File: src/rtl/msam_pkg.sv
// package for the multi-stream averaging mixer
// shared constants, function codes and the controller/datapath interface types
// no dependencies
`timescale 1ns / 1ps
`default_nettype none

package msam_pkg;

    localparam int DEF_BUFFER_DEPTH = 64;
    localparam int DEF_MAX_STREAMS  = 8;
    localparam int DEF_SAMPLE_BITS  = 16;

    localparam int FUNC_W      = 2;
    localparam int IDX_W       = 3;
    localparam int CFG_W       = 4;
    localparam int MASK_W      = 8;
    localparam int DONE_W      = 4;
    localparam int MIN_STREAMS = 2;

    localparam logic [CFG_W-1:0]  CFG_RESET = 4'd2;
    localparam logic [DONE_W-1:0] DONE_MAX  = 4'd15;

    localparam logic [FUNC_W-1:0] FUNC_MIX  = 2'd0;
    localparam logic [FUNC_W-1:0] FUNC_END  = 2'd1;
    localparam logic [FUNC_W-1:0] FUNC_CONV = 2'd2;

    typedef struct packed {
        logic load;
        logic mix_read;
        logic mix_write;
        logic end_apply;
        logic scan_start;
        logic scan_step;
        logic conv_read;
        logic div_start;
        logic emit;
        logic emit_none;
        logic conv_finish;
    } cmd_t;

    typedef struct packed {
        logic is_mix;
        logic is_end;
        logic is_conv;
        logic inactive;
        logic scan_last;
        logic avail_zero;
        logic div_done;
        logic out_free;
        logic run_last;
    } sts_t;

endpackage

`default_nettype wire

File: src/rtl/msam_ram.sv
// generic single write port ram with registered read
// no dependencies
`timescale 1ns / 1ps
`default_nettype none

module msam_ram #(
    parameter int WIDTH = 38,
    parameter int DEPTH = 64
) (
    input  wire logic                     clk,
    input  wire logic                     we,
    input  wire logic [$clog2(DEPTH)-1:0] waddr,
    input  wire logic [WIDTH-1:0]         wdata,
    input  wire logic [$clog2(DEPTH)-1:0] raddr,
    output logic      [WIDTH-1:0]         rdata
);

    logic [WIDTH-1:0] mem [DEPTH];

    always_ff @(posedge clk)
    begin
        if (we)
        begin
            mem[waddr] <= wdata;
        end
        rdata <= mem[raddr];
    end

endmodule

`default_nettype wire

File: src/rtl/msam_ctrl.sv
// controller state machine of the mixer
// depends on msam_pkg for the command and status types
`timescale 1ns / 1ps
`default_nettype none

module msam_ctrl (
    input  wire logic          clk,
    input  wire logic          rst_n,
    input  wire logic          item_valid,
    output logic               item_stall,
    input  wire msam_pkg::sts_t sts,
    output msam_pkg::cmd_t     cmd
);

    typedef enum logic [3:0] {
        ST_IDLE,
        ST_DECODE,
        ST_MIX_WR,
        ST_SCAN,
        ST_CHECK,
        ST_DIV_START,
        ST_DIV_WAIT,
        ST_EMIT,
        ST_EMIT_NONE,
        ST_FINISH
    } state_t;

    state_t state_reg;
    state_t state_next;
    logic   stall_reg;
    logic   stall_next;

    always_comb
    begin
        state_next = state_reg;
        cmd        = '0;
        unique case (state_reg)
            ST_IDLE:
            begin
                if (item_valid)
                begin
                    cmd.load   = 1'b1;
                    state_next = ST_DECODE;
                end
            end
            ST_DECODE:
            begin
                priority if (sts.is_mix && !sts.inactive)
                begin
                    cmd.mix_read = 1'b1;
                    state_next   = ST_MIX_WR;
                end
                else if (sts.is_end && !sts.inactive)
                begin
                    cmd.end_apply = 1'b1;
                    state_next    = ST_IDLE;
                end
                else if (sts.is_conv)
                begin
                    cmd.scan_start = 1'b1;
                    state_next     = ST_SCAN;
                end
                else
                begin
                    state_next = ST_IDLE;
                end
            end
            ST_MIX_WR:
            begin
                cmd.mix_write = 1'b1;
                state_next    = ST_IDLE;
            end
            ST_SCAN:
            begin
                cmd.scan_step = 1'b1;
                if (sts.scan_last)
                begin
                    state_next = ST_CHECK;
                end
            end
            ST_CHECK:
            begin
                if (sts.avail_zero)
                begin
                    state_next = ST_EMIT_NONE;
                end
                else
                begin
                    cmd.conv_read = 1'b1;
                    state_next    = ST_DIV_START;
                end
            end
            ST_DIV_START:
            begin
                cmd.div_start = 1'b1;
                state_next    = ST_DIV_WAIT;
            end
            ST_DIV_WAIT:
            begin
                if (sts.div_done)
                begin
                    state_next = ST_EMIT;
                end
            end
            ST_EMIT:
            begin
                if (sts.out_free)
                begin
                    cmd.emit   = 1'b1;
                    state_next = sts.run_last ? ST_FINISH : ST_CHECK;
                end
            end
            ST_EMIT_NONE:
            begin
                if (sts.out_free)
                begin
                    cmd.emit_none = 1'b1;
                    state_next    = ST_IDLE;
                end
            end
            ST_FINISH:
            begin
                cmd.conv_finish = 1'b1;
                state_next      = ST_IDLE;
            end
            default:
            begin
                state_next = ST_IDLE;
            end
        endcase
        stall_next = (state_next != ST_IDLE);
    end

    always_ff @(posedge clk or negedge rst_n)
    begin
        if (!rst_n)
        begin
            state_reg <= ST_IDLE;
            stall_reg <= 1'b0;
        end
        else
        begin
            state_reg <= state_next;
            stall_reg <= stall_next;
        end
    end

    assign item_stall = stall_reg;

endmodule

`default_nettype wire

File: src/rtl/msam_datapath.sv
// datapath of the mixer: offsets, accumulator ram, divider and output register
// depends on msam_pkg and msam_ram
`timescale 1ns / 1ps
`default_nettype none

module msam_datapath #(
    parameter int BUFFER_DEPTH = msam_pkg::DEF_BUFFER_DEPTH,
    parameter int MAX_STREAMS  = msam_pkg::DEF_MAX_STREAMS,
    parameter int SAMPLE_BITS  = msam_pkg::DEF_SAMPLE_BITS
) (
    input  wire logic                              clk,
    input  wire logic                              rst_n,
    input  wire logic [msam_pkg::FUNC_W-1:0]       func,
    input  wire logic [msam_pkg::IDX_W-1:0]        stream_index,
    input  wire logic signed [SAMPLE_BITS-1:0]     sample_left,
    input  wire logic signed [SAMPLE_BITS-1:0]     sample_right,
    input  wire logic                              last_of_chunk,
    input  wire logic                              active_streams_we,
    input  wire logic [msam_pkg::CFG_W-1:0]        active_streams,
    output logic                                   result_valid,
    input  wire logic                              result_stall,
    output logic signed [SAMPLE_BITS-1:0]          mixed_left,
    output logic signed [SAMPLE_BITS-1:0]          mixed_right,
    output logic                                   sample_valid,
    output logic                                   last_of_run,
    output logic [msam_pkg::MASK_W-1:0]            need_mask,
    input  wire msam_pkg::cmd_t                    cmd,
    output msam_pkg::sts_t                         sts
);

    localparam int ACC_W = SAMPLE_BITS + 3;
    localparam int AW    = $clog2(BUFFER_DEPTH);
    localparam int OW    = $clog2(BUFFER_DEPTH + 1);
    localparam int SW    = $clog2(MAX_STREAMS);
    localparam int NW    = $clog2(MAX_STREAMS + 1);
    localparam int CW    = $clog2(ACC_W + 1);
    localparam int DW    = msam_pkg::DONE_W;

    localparam logic signed [ACC_W:0] ACC_MAX = (ACC_W + 1)'((64'd1 << (ACC_W - 1)) - 64'd1);
    localparam logic signed [ACC_W:0] ACC_MIN = -ACC_MAX - (ACC_W + 1)'(1);
    localparam logic signed [ACC_W:0] OUT_MAX =
        (ACC_W + 1)'((64'd1 << (SAMPLE_BITS - 1)) - 64'd1);
    localparam logic signed [ACC_W:0] OUT_MIN = -OUT_MAX - (ACC_W + 1)'(1);

    // held transaction
    logic [msam_pkg::FUNC_W-1:0]   func_reg;
    logic [msam_pkg::IDX_W-1:0]    idx_reg;
    logic signed [SAMPLE_BITS-1:0] sl_reg;
    logic signed [SAMPLE_BITS-1:0] sr_reg;
    logic                          last_reg;

    logic [msam_pkg::CFG_W-1:0]    active_reg;
    logic [OW-1:0]                 offset_reg [MAX_STREAMS];
    logic [OW-1:0]                 fill_reg;
    logic [AW-1:0]                 rp_reg;
    logic [DW-1:0]                 done_reg;
    logic [BUFFER_DEPTH-1:0]       valid_reg;
    logic [OW-1:0]                 min_reg;
    logic [SW-1:0]                 scan_idx_reg;
    logic [OW-1:0]                 k_reg;
    logic [AW-1:0]                 addr_reg;
    logic                          vld_rd_reg;

    // divider
    logic [CW-1:0]                 cnt_reg;
    logic [ACC_W-1:0]              num_l_reg;
    logic [ACC_W-1:0]              num_r_reg;
    logic [DW-1:0]                 rem_l_reg;
    logic [DW-1:0]                 rem_r_reg;
    logic                          neg_l_reg;
    logic                          neg_r_reg;

    logic                          out_valid_reg;
    logic signed [SAMPLE_BITS-1:0] out_l_reg;
    logic signed [SAMPLE_BITS-1:0] out_r_reg;
    logic                          out_sv_reg;
    logic                          out_last_reg;
    logic [msam_pkg::MASK_W-1:0]   out_mask_reg;

    logic [NW-1:0]                 n_streams;
    logic [SW-1:0]                 sel;
    logic [OW-1:0]                 off_rd;
    logic                          off_ok;
    logic [AW-1:0]                 mix_addr;
    logic [AW-1:0]                 conv_addr;
    logic [AW-1:0]                 raddr;
    logic [2*ACC_W-1:0]            ram_rdata;
    logic [2*ACC_W-1:0]            ram_wdata;
    logic                          ram_we;
    logic signed [ACC_W-1:0]       acc_l;
    logic signed [ACC_W-1:0]       acc_r;
    logic [msam_pkg::MASK_W-1:0]   mask_now;
    logic                          out_free;

    function automatic logic [AW-1:0] wrap_add(input logic [AW-1:0] a, input logic [OW-1:0] b);
        logic [OW:0] s;
        s = (OW + 1)'(a) + (OW + 1)'(b);
        if (32'(s) >= BUFFER_DEPTH)
        begin
            s = s - (OW + 1)'(BUFFER_DEPTH);
        end
        return AW'(s);
    endfunction

    function automatic logic signed [ACC_W-1:0] sat_add(input logic signed [ACC_W-1:0] a,
                                                       input logic signed [SAMPLE_BITS-1:0] b);
        logic signed [ACC_W:0] s;
        s = (ACC_W + 1)'(a) + (ACC_W + 1)'(b);
        if (s > ACC_MAX)
        begin
            s = ACC_MAX;
        end
        else if (s < ACC_MIN)
        begin
            s = ACC_MIN;
        end
        return ACC_W'(s);
    endfunction

    function automatic logic [ACC_W-1:0] magnitude(input logic signed [ACC_W-1:0] a);
        return a[ACC_W-1] ? ACC_W'(-a) : ACC_W'(a);
    endfunction

    function automatic logic signed [SAMPLE_BITS-1:0] finish_quo(input logic [ACC_W-1:0] q,
                                                                 input logic neg);
        logic signed [ACC_W:0] v;
        v = neg ? -$signed({1'b0, q}) : $signed({1'b0, q});
        if (v > OUT_MAX)
        begin
            v = OUT_MAX;
        end
        else if (v < OUT_MIN)
        begin
            v = OUT_MIN;
        end
        return SAMPLE_BITS'(v);
    endfunction

    // active stream count clamped to the supported range
    always_comb
    begin
        if (32'(active_reg) < msam_pkg::MIN_STREAMS)
        begin
            n_streams = NW'(msam_pkg::MIN_STREAMS);
        end
        else if (32'(active_reg) > MAX_STREAMS)
        begin
            n_streams = NW'(MAX_STREAMS);
        end
        else
        begin
            n_streams = NW'(active_reg);
        end
    end

    assign sel       = cmd.scan_step ? scan_idx_reg : SW'(idx_reg);
    assign off_rd    = offset_reg[sel];
    assign off_ok    = 32'(off_rd) < BUFFER_DEPTH;
    assign mix_addr  = wrap_add(rp_reg, off_rd);
    assign conv_addr = wrap_add(rp_reg, k_reg);
    assign raddr     = cmd.conv_read ? conv_addr : mix_addr;

    // entries never written since reset or since they were last emitted read as zero
    assign acc_l = vld_rd_reg ? $signed(ram_rdata[2*ACC_W-1:ACC_W]) : '0;
    assign acc_r = vld_rd_reg ? $signed(ram_rdata[ACC_W-1:0]) : '0;

    assign ram_we    = cmd.mix_write && off_ok;
    assign ram_wdata = {sat_add(acc_l, sl_reg), sat_add(acc_r, sr_reg)};

    always_comb
    begin
        mask_now = '0;
        for (int s = 0; s < msam_pkg::MASK_W; s++)
        begin
            if (s < MAX_STREAMS)
            begin
                mask_now[s] = (32'(s) < 32'(n_streams)) && (offset_reg[s] <= min_reg);
            end
        end
    end

    assign out_free = !out_valid_reg || !result_stall;

    msam_ram #(
        .WIDTH (2 * ACC_W),
        .DEPTH (BUFFER_DEPTH)
    ) u_accum (
        .clk   (clk),
        .we    (ram_we),
        .waddr (addr_reg),
        .wdata (ram_wdata),
        .raddr (raddr),
        .rdata (ram_rdata)
    );

    // payload registers
    always_ff @(posedge clk)
    begin
        if (cmd.load)
        begin
            func_reg <= func;
            idx_reg  <= stream_index;
            sl_reg   <= sample_left;
            sr_reg   <= sample_right;
            last_reg <= last_of_chunk;
        end
        if (cmd.mix_read || cmd.conv_read)
        begin
            addr_reg   <= raddr;
            vld_rd_reg <= valid_reg[raddr];
        end
        if (cmd.scan_start)
        begin
            min_reg      <= '1;
            scan_idx_reg <= '0;
        end
        else if (cmd.scan_step)
        begin
            if (off_rd < min_reg)
            begin
                min_reg <= off_rd;
            end
            scan_idx_reg <= scan_idx_reg + SW'(1);
        end
        if (cmd.div_start)
        begin
            num_l_reg <= magnitude(acc_l);
            num_r_reg <= magnitude(acc_r);
            neg_l_reg <= acc_l[ACC_W-1];
            neg_r_reg <= acc_r[ACC_W-1];
            rem_l_reg <= '0;
            rem_r_reg <= '0;
        end
        else if (cnt_reg != '0)
        begin
            // restoring division, one quotient bit per cycle
            if ({rem_l_reg, num_l_reg[ACC_W-1]} >= {1'b0, done_reg})
            begin
                rem_l_reg <= DW'({rem_l_reg, num_l_reg[ACC_W-1]} - {1'b0, done_reg});
                num_l_reg <= {num_l_reg[ACC_W-2:0], 1'b1};
            end
            else
            begin
                rem_l_reg <= DW'({rem_l_reg, num_l_reg[ACC_W-1]});
                num_l_reg <= {num_l_reg[ACC_W-2:0], 1'b0};
            end
            if ({rem_r_reg, num_r_reg[ACC_W-1]} >= {1'b0, done_reg})
            begin
                rem_r_reg <= DW'({rem_r_reg, num_r_reg[ACC_W-1]} - {1'b0, done_reg});
                num_r_reg <= {num_r_reg[ACC_W-2:0], 1'b1};
            end
            else
            begin
                rem_r_reg <= DW'({rem_r_reg, num_r_reg[ACC_W-1]});
                num_r_reg <= {num_r_reg[ACC_W-2:0], 1'b0};
            end
        end
        if (cmd.emit)
        begin
            out_l_reg    <= (done_reg == '0) ? '0 : finish_quo(num_l_reg, neg_l_reg);
            out_r_reg    <= (done_reg == '0) ? '0 : finish_quo(num_r_reg, neg_r_reg);
            out_sv_reg   <= 1'b1;
            out_last_reg <= sts.run_last;
            out_mask_reg <= mask_now;
        end
        else if (cmd.emit_none)
        begin
            out_l_reg    <= '0;
            out_r_reg    <= '0;
            out_sv_reg   <= 1'b0;
            out_last_reg <= 1'b1;
            out_mask_reg <= mask_now;
        end
    end

    // control state
    always_ff @(posedge clk or negedge rst_n)
    begin
        if (!rst_n)
        begin
            active_reg    <= msam_pkg::CFG_RESET;
            for (int s = 0; s < MAX_STREAMS; s++)
            begin
                offset_reg[s] <= '0;
            end
            fill_reg      <= '0;
            rp_reg        <= '0;
            done_reg      <= '0;
            valid_reg     <= '0;
            k_reg         <= '0;
            cnt_reg       <= '0;
            out_valid_reg <= 1'b0;
        end
        else
        begin
            if (active_streams_we)
            begin
                active_reg <= active_streams;
            end
            if (cmd.mix_write)
            begin
                if (off_ok)
                begin
                    valid_reg[addr_reg] <= 1'b1;
                    offset_reg[sel]     <= off_rd + OW'(1);
                    if (off_rd + OW'(1) > fill_reg)
                    begin
                        fill_reg <= off_rd + OW'(1);
                    end
                end
                if (last_reg && (done_reg != msam_pkg::DONE_MAX))
                begin
                    done_reg <= done_reg + DW'(1);
                end
            end
            if (cmd.end_apply)
            begin
                offset_reg[sel] <= fill_reg;
            end
            if (cmd.scan_start)
            begin
                k_reg <= '0;
            end
            if (cmd.div_start)
            begin
                cnt_reg <= CW'(ACC_W);
            end
            else if (cnt_reg != '0)
            begin
                cnt_reg <= cnt_reg - CW'(1);
            end
            if (cmd.emit)
            begin
                valid_reg[addr_reg] <= 1'b0;
                k_reg               <= k_reg + OW'(1);
            end
            if (cmd.conv_finish)
            begin
                for (int s = 0; s < MAX_STREAMS; s++)
                begin
                    offset_reg[s] <= (offset_reg[s] > min_reg) ? offset_reg[s] - min_reg : '0;
                end
                fill_reg <= (fill_reg > min_reg) ? fill_reg - min_reg : '0;
                rp_reg   <= wrap_add(rp_reg, min_reg);
                done_reg <= '0;
                k_reg    <= '0;
            end
            if (cmd.emit || cmd.emit_none)
            begin
                out_valid_reg <= 1'b1;
            end
            else if (!result_stall)
            begin
                out_valid_reg <= 1'b0;
            end
        end
    end

    always_comb
    begin
        sts            = '0;
        sts.is_mix     = (func_reg == msam_pkg::FUNC_MIX);
        sts.is_end     = (func_reg == msam_pkg::FUNC_END);
        sts.is_conv    = (func_reg == msam_pkg::FUNC_CONV);
        sts.inactive   = 32'(idx_reg) >= 32'(n_streams);
        sts.scan_last  = 32'(scan_idx_reg) == 32'(n_streams) - 32'd1;
        sts.avail_zero = (min_reg == '0);
        sts.div_done   = (cnt_reg == '0);
        sts.out_free   = out_free;
        sts.run_last   = ((OW + 1)'(k_reg) + (OW + 1)'(1)) == (OW + 1)'(min_reg);
    end

    assign result_valid = out_valid_reg;
    assign mixed_left   = out_l_reg;
    assign mixed_right  = out_r_reg;
    assign sample_valid = out_sv_reg;
    assign last_of_run  = out_last_reg;
    assign need_mask    = out_mask_reg;

endmodule

`default_nettype wire

File: src/rtl/multi_stream_average_mixer.sv
// top level of the multi-stream averaging mixer
// depends on msam_pkg, msam_ctrl, msam_datapath (which holds msam_ram)
//
//  channel   handshake                        payload
//  item      item_valid / item_stall          func, stream_index, sample_left,
//                                             sample_right, last_of_chunk
//  result    result_valid / result_stall      mixed_left, mixed_right, sample_valid,
//                                             last_of_run, need_mask
//  config    active_streams_we                active_streams
//
// a mix transaction passes through accept, offset lookup with accumulator read, write back
// end and ignored transactions finish after accept and decode
// convert: minimum scan over the active stream offsets, then per result entry a read plus a
// serial divider of SAMPLE_BITS+3 steps before the result is emitted
// result register frees the datapath; a stalled result only holds the next emit
// reset clears offsets, counters and entry valid bits at once, no clearing pass
`timescale 1ns / 1ps
`default_nettype none

module multi_stream_average_mixer #(
    parameter int BUFFER_DEPTH = msam_pkg::DEF_BUFFER_DEPTH,
    parameter int MAX_STREAMS  = msam_pkg::DEF_MAX_STREAMS,
    parameter int SAMPLE_BITS  = msam_pkg::DEF_SAMPLE_BITS
) (
    input  wire logic                          clk,
    input  wire logic                          rst_n,
    input  wire logic                          item_valid,
    output logic                               item_stall,
    input  wire logic [msam_pkg::FUNC_W-1:0]   func,
    input  wire logic [msam_pkg::IDX_W-1:0]    stream_index,
    input  wire logic signed [SAMPLE_BITS-1:0] sample_left,
    input  wire logic signed [SAMPLE_BITS-1:0] sample_right,
    input  wire logic                          last_of_chunk,
    input  wire logic                          active_streams_we,
    input  wire logic [msam_pkg::CFG_W-1:0]    active_streams,
    output logic                               result_valid,
    input  wire logic                          result_stall,
    output logic signed [SAMPLE_BITS-1:0]      mixed_left,
    output logic signed [SAMPLE_BITS-1:0]      mixed_right,
    output logic                               sample_valid,
    output logic                               last_of_run,
    output logic [msam_pkg::MASK_W-1:0]        need_mask
);

    msam_pkg::cmd_t cmd;
    msam_pkg::sts_t sts;

    msam_ctrl u_ctrl (
        .clk        (clk),
        .rst_n      (rst_n),
        .item_valid (item_valid),
        .item_stall (item_stall),
        .sts        (sts),
        .cmd        (cmd)
    );

    msam_datapath #(
        .BUFFER_DEPTH (BUFFER_DEPTH),
        .MAX_STREAMS  (MAX_STREAMS),
        .SAMPLE_BITS  (SAMPLE_BITS)
    ) u_datapath (
        .clk               (clk),
        .rst_n             (rst_n),
        .func              (func),
        .stream_index      (stream_index),
        .sample_left       (sample_left),
        .sample_right      (sample_right),
        .last_of_chunk     (last_of_chunk),
        .active_streams_we (active_streams_we),
        .active_streams    (active_streams),
        .result_valid      (result_valid),
        .result_stall      (result_stall),
        .mixed_left        (mixed_left),
        .mixed_right       (mixed_right),
        .sample_valid      (sample_valid),
        .last_of_run       (last_of_run),
        .need_mask         (need_mask),
        .cmd               (cmd),
        .sts               (sts)
    );

endmodule

`default_nettype wire
File: config.mk
export PLATFORM = sky130hd
export DESIGN_NAME = multi_stream_average_mixer
export DESIGN_NICKNAME = d
export VERILOG_FILES = /design/src/rtl/msam_pkg.sv /design/src/rtl/msam_ram.sv /design/src/rtl/msam_ctrl.sv /design/src/rtl/msam_datapath.sv /design/src/rtl/multi_stream_average_mixer.sv
export SDC_FILE = /design/constraint.sdc
export NUM_CORES = 2
export LEC_CHECK = 0
export ABC_CLOCK_PERIOD_IN_PS = 8400
export BUFFER_PORTS_ARGS = -buffer_cell sky130_fd_sc_hd__buf_2
export CORE_MARGIN = 5
export CORE_UTILIZATION = 55
export CTS_CLUSTER_SIZE = 25
export DETAILED_ROUTE_END_ITERATION = 7
export PLACE_DENSITY_LB_ADDON = 0.25
export SLEW_MARGIN = 20
export SYNTH_ARGS = -nofsm -noshare
export SYNTH_HDL_FRONTEND = slang
export SYNTH_SLANG_ARGS = --single-unit
File: constraint.sdc
create_clock -name clk -period 8.4 [get_ports clk]
set_input_delay 0.42 -clock clk [delete_from_list [all_inputs] [get_ports clk]]
set_output_delay 0.42 -clock clk [all_outputs]
set_load 0.005 [all_outputs]
# --- Yosys cells after proc, flatten, opt, wreduce, memory -nomap -nowiden ---
# Memories as Yosys holds them, arrays and structs flattened. A register that Yosys moved wholly into a read port is not among the register bits.
# Cells that the tools add are included.
word_totals:
  n_memories: 1
  elab_cells: 284
  output_inout_bits: 44
  ff_bits: 304
  inputBits: 47
  ramBits: 2432
op_classes:
  bitwise: 4
  magnitude_cmp: 49
  muxes: 110
  n_addsub: 30
  n_eq_ne: 15
  n_reduce_logical: 37
mem_list:
  columns: ["memory", "words", "word_bits", "rd", "rd_ports_with_merged_regs", "write_ports", "line", "source"]
  rows:
  - ["u_datapath.u_accum.mem", 64, 38, 1, 1, 1, "msam_ram.sv:18", "logic [WIDTH-1:0] mem [DEPTH];"]
ops:
  columns: ["cell", "count"]
  rows:
  - ["two-way mux 19 bit", 12]
  - ["two-way mux 56 bit", 4]
  - ["two-way mux 64 bit", 3]
  - ["two-way mux 16 bit", 9]
  - ["two-way mux 7 bit", 19]
  - ["bitwise mux 56 bit", 2]
  - ["greater-than comparator 7 bit", 10]
  - ["AND 64 bit", 1]
  - ["NOT 64 bit", 1]
  - ["OR 64 bit", 1]
  - ["subtractor 7 bit", 9]
  - ["two-way mux 4 bit", 15]
  - ["less-or-equal comparator 7 bit", 8]
  - ["adder 19 x 16 -> 20 bit", 2]
  - ["greater-than comparator 20 x 16 -> 1 bit, second input constant", 2]
  - ["greater-than comparator 20 x 19 -> 1 bit, second input constant", 2]
  - ["less-than comparator 20 x 16 -> 1 bit, second input constant", 2]
  - ["less-than comparator 20 x 19 -> 1 bit, second input constant", 2]
  - ["two-way mux 20 bit", 2]
  - ["negator 19 -> 20 bit", 2]
  - ["negator 19 bit", 2]
  - ["== test 3 x 32 -> 1 bit", 1]
  - ["case mux 4 bit (8 select lines)", 1]
  - ["two-way mux 1 bit", 26]
  - ["other kinds (55)", 107]

# --- Logic depth before layout (Yosys ltp) ---
depth:
  word_depth: 14
  mapped_depth: 22
  mapped_depth_nobuf: 17

# --- Cells and area by module ---
# From an unflattened synthesis, not the netlist that was laid out.
unflattened:
  cells_unflattened: 6491
  hier_area_um2: 115677.2
modules_own_cells:
  columns: ["module", "seq_area_each_um2", "area_each_um2", "n_inst", "cells_each"]
  rows:
  - ["msam_ram", 73790.8, 92917.9, 1, 3989]
  - ["msam_datapath", 8018.9, 22246.3, 1, 2441]
  - ["msam_ctrl", 125.1, 513.0, 1, 61]

# --- Least setup slack after synthesis ---
# Ideal clock, no wire load.
synth_timing:
  path_kind: "register -> register"
  from: "register u_datapath.vld_rd_reg"
  to: "memory u_datapath.u_accum.mem[0][23], data pin"
  n_path_buf: 6
  synth_period_minus_slack_ns: 7.303
  setup_time_ns: 0.702
  required_ns: 7.698
  arrival_time_ns: 6.602
  stages_incl_launch_ff: 19
  setup_slack_ns: 1.097
  path_cell_list: "edfxtp_1 > buf_2 > clkbuf_1 > buf_1 > clkbuf_1 > clkbuf_1 > clkbuf_1 > and2_1 > ha_1 > ha_1 > a21oi_1 > a21boi_0 > o32ai_1 > a31oi_1 > o21a_1 > o21ai_0 > xnor2_1 > nor2_1 > o21ai_0"
synth_via:
  elab_chain_len: 5
  elab_cells_between_ends: 6
  classes_between: "1 x add/sub; 2 x order compare; 3 x mux"
synth_rtl:
  columns: ["element", "line", "source"]
  rows:
  - ["from (decl)", "msam_datapath.sv:62", "logic vld_rd_reg;"]
  - ["from (signal assigned)", "msam_datapath.sv:210", "vld_rd_reg <= valid_reg[raddr];"]
  - ["two-way mux 19 bit (*)", "msam_datapath.sv:164", "assign acc_l = vld_rd_reg ? $signed(ram_rdata[2*ACC_W-1:ACC_W]) : '0;"]
  - ["adder 19 x 16 -> 20 bit (*)", "msam_datapath.sv:108", "s = (ACC_W + 1)'(a) + (ACC_W + 1)'(b);"]
  - ["less-than comparator 20 x 19 -> 1 bit", "msam_datapath.sv:113", "else if (s < ACC_MIN)"]
  - ["two-way mux 19 bit", "msam_datapath.sv:113", null]
  - ["two-way mux 19 bit (*)", "msam_datapath.sv:109", "if (s > ACC_MAX)"]
  - ["named net u_datapath.ram_wdata[23]", "msam_datapath.sv:88", "logic [2*ACC_W-1:0] ram_wdata;"]
  - ["to (decl)", "msam_ram.sv:18", null]
# Mark *: on every way through the listed nets, which the timed path passes. The rest lies on a longest branch.

# --- Worst setup path after layout ---
layout_timing:
  from: "register u_ctrl.state_reg[1]"
  to: "register u_datapath.u_accum.rdata[35] (read register of u_datapath.u_accum.mem)"
layout_via:
  elab_chain_len: 11
  elab_cells_between_ends: 14
  classes_between: "2 x add/sub; 1 x order compare; 2 x eq/ne; 8 x mux; 1 x bitwise"
layout_rtl:
  columns: ["element", "line", "source"]
  rows:
  - ["from (decl)", "msam_ctrl.sv:28", "state_t state_reg;"]
  - ["from (signal assigned)", "msam_ctrl.sv:143", "state_reg <= state_next;"]
  - ["== test 4 x 2 -> 1 bit", "msam_ctrl.sv:37", "unique case (state_reg)"]
  - ["two-way mux 1 bit", "msam_ctrl.sv:37", null]
  - ["two-way mux 3 bit", "msam_datapath.sv:156", "assign sel = cmd.scan_step ? scan_idx_reg : SW'(idx_reg);"]
  - ["NOT 3 -> 4 bit (implied by the code)", "msam_datapath.sv:157", "assign off_rd = offset_reg[sel];"]
  - ["binary-select mux 7 bit (select 3 bit)", "msam_datapath.sv:157", null]
  - ["two-way mux 7 bit (implied by the code) (2 in a row)", "msam_datapath.sv:157", null]
  - ["adder 6 x 7 -> 8 bit", "msam_datapath.sv:97", "s = (OW + 1)'(a) + (OW + 1)'(b);"]
  - ["greater-or-equal comparator 8 x 7 -> 1 bit or subtractor 6 x 1 -> 6 bit (tied branches)", "msam_datapath.sv:98, msam_datapath.sv:100", null]
  - ["two-way mux 6 bit", "msam_datapath.sv:98", "if (32'(s) >= BUFFER_DEPTH)"]
  - ["two-way mux 6 bit (*)", "msam_datapath.sv:161", "assign raddr = cmd.conv_read ? conv_addr : mix_addr;"]
  - ["to (decl)", "msam_ram.sv:15", "output logic [WIDTH-1:0] rdata"]
# Mark *: on every way between the ends. The rest lies on a longest branch, timed or not. The select of a mux whose other input is x is not followed.
# A chain may end at the register's enable or synchronous reset.

==> flow_summary.ini <==
[clock_network]
clkSinkCount = 2774
cts_tree = yes
htree_levels = 5
cts.path.max_buffers = 4
cts_buffers = 291
cts-root-buf = clkbuf_16
clk_pin_slew_ps = 60
clock_latency_ps = 940

[placed_design]
gp_congestion = 0.900
post-place-cells = 8868
dp_hpwl_um = 165000
io_buffer_count = 90

[final_layout]
final_common_cell = edfxtp_1
largest_reg_flops = 2432
layout_common_cells = edfxtp_1, mux4_2, clkbuf_16
instances_no_fill = 9425
fillCellCount = 14271
nets = 6597
seqCellArea_um2 = 81900
drive_gt1_share_pct = 24.7
multi_input_area_um2 = 32500
fin_util_pct = 62.3
synthToLayoutAreaGrowth_pct = 12.9

[detailed_routing]
ant_nets = 0
num_vias = 61852
routed_via_density = 6.56
drc = 0
drt-initial-drc-count = 7807
drt-pass1-iter-count = 6
wl_per_cell_um = 30.6
wirelength_um = 288000

[global_route]
antenna_found_initial = 5
grt_max_degree = 119
grt_pass1_wl_um = 424000
grt_pass1_vias = 61731
overflow = 0
grtUsageTotal_pct = 26.5

[die]
die_h_um = 468
die_area_um2 = 219000
ios = 91
coreArea_um2 = 209000
die_w_um = 468
start_util_pct = 55.1
fp-row-count = 168

[synth]
synth_area_um2 = 115000
syn_inst = 6111
ys_seq_area_share_pct = 71.1
yosysUniqueCellTypes = 88
yosys_warnings = 0
synthTopCellsByArea = edfxtp_1, mux4_2, dfrtp_1
synth_edf_count = 2558
synth_flop_cell = edfxtp_1
synth_top_area_share_pct = 66.7
yosysTopAreaCell = edfxtp_1
synth_fp_nets = 6301
ys_seq_elements = 2774
async_reset_ff_share_pct = 5.73
avgSynthCellArea_um2 = 18.9

[timing]
tightest_slew_ps = 1120
rsz0062_at_grt = false
fin_crit_sh_pct = 86.2
fin_crit_ps = 7240
finalSetupTns_ps = 0
finalHoldViolCount = 0
slew_headroom_pct = 24.9
setup_violations = 0
skew_ps = 64.9
slew_violations = 0
fmax_ghz = 0.138

[worst_setup_path]
cp.required_ps = 9130
cp-startpoint = u_ctrl.state_reg[1]
rr_startpoint = u_ctrl.state_reg[1]
worstPathMaxFanout = 41
start_kind = flop
worstSetupEndpointType = flop
arrival_ps = 7970
critPathKind = reg -> reg

[outcome]
outcome = completed

[min_path]
worstHoldPathType = in -> async

[job]
max-cap-violations = 0
[synth_stat cells, types with 37 or more instances]
cell type / count
dfxtp_1: 57
mux4_2: 782
mux2i_1: 85
dfrtp_1: 158
edfxtp_1: 2558
xnor2_1: 96
nor2_1: 267
nand2_1: 281
nand3_1: 133
inv_1: 113
clkbuf_1: 245
ha_1: 130
o21ai_0: 187
o22a_1: 37
a21oi_1: 165
xor2_1: 94
buf_1: 55
o211ai_1: 61
[metal layers]
layer	share of wire, %	vias up	global-route usage, %
met5	0.0042	-	0
met1	40	32567	38.2
met4	2.5	2	7.02
li1	-	25556	-
met3	9.4	493	5.08
met2	48	3234	42.4
[metrics by stage]
stage	setup WS, ps	area [um^2]	hold WS (ps)
after floorplan	1100	115000	124
after global placement	1050	121000	401
after detailed placement	1200	121000	403
after CTS	1250	130000	11.4
after global routing	845	130000	63.3
final	1160	130000	38.7
[final timing paths]
| kind | endpoint | slack (ps) | cells after the start |
|---|---|---|---|
| min in group clk | u_datapath.sr_reg[4] | 220 | 2 |
| min | u_datapath.offset_reg[29] | 40 | 2 |
| min reg2reg | u_datapath.rem_r_reg[3] | 460 | 2 |
| max | u_datapath.u_accum.rdata[35] | 1160 | 17 |
| max reg2reg | u_datapath.u_accum.rdata[35] | 1160 | 17 |
| max in group asynchronous | u_datapath.valid_reg[45] | 6390 | 4 |
[cell families after synthesis]
logic type / synth area share [%]
DFF: 71.1
and+or+nand+nor: 3.69
muxes: 16.2
AOI/OAI and AO/OA: 4.19
buffers and inverters: 1.52
xor gates and xnor gates: 1.51
adders and majority gates: 1.73
[area by class of cell]
class	count	area share (%)
inverters	117	0.340
repair buffers	335	2.18
flip-flops and latches	2774	63.0
well taps	2805	2.70
diodes	4	0.00769
clock buffers	375	6.02
clock inverters	127	0.795
multi-input cells	2888	25.0
[critical path, stage by stage, from the launching register on]
cell and delay [ps]:
dfrtp_1 570, nand4bb_1 700, buf_4 470, mux2i_1 230, o22ai_1 130, a311oi_1 300
o21ai_1 120, buf_4 190, o21ai_0 330, ha_4 190, inv_1 50, fa_4 1420
buf_12 360, buf_4 220, mux4_2 300, mux4_2 470, mux2i_1 760, o211ai_1 170
[timing repair]
| item | in CTS | in global routing |
|---|---|---|
| resized for setup | 0 | 0 |
| setup buffers | 0 | 0 |
| hold buffers | 51 | 0 |
| hold endpoints to repair | 95 | 0 |
Power is left out: the tool's default activity adds up to more than one toggle a clock period on the data nets, which glitch-free logic cannot reach.
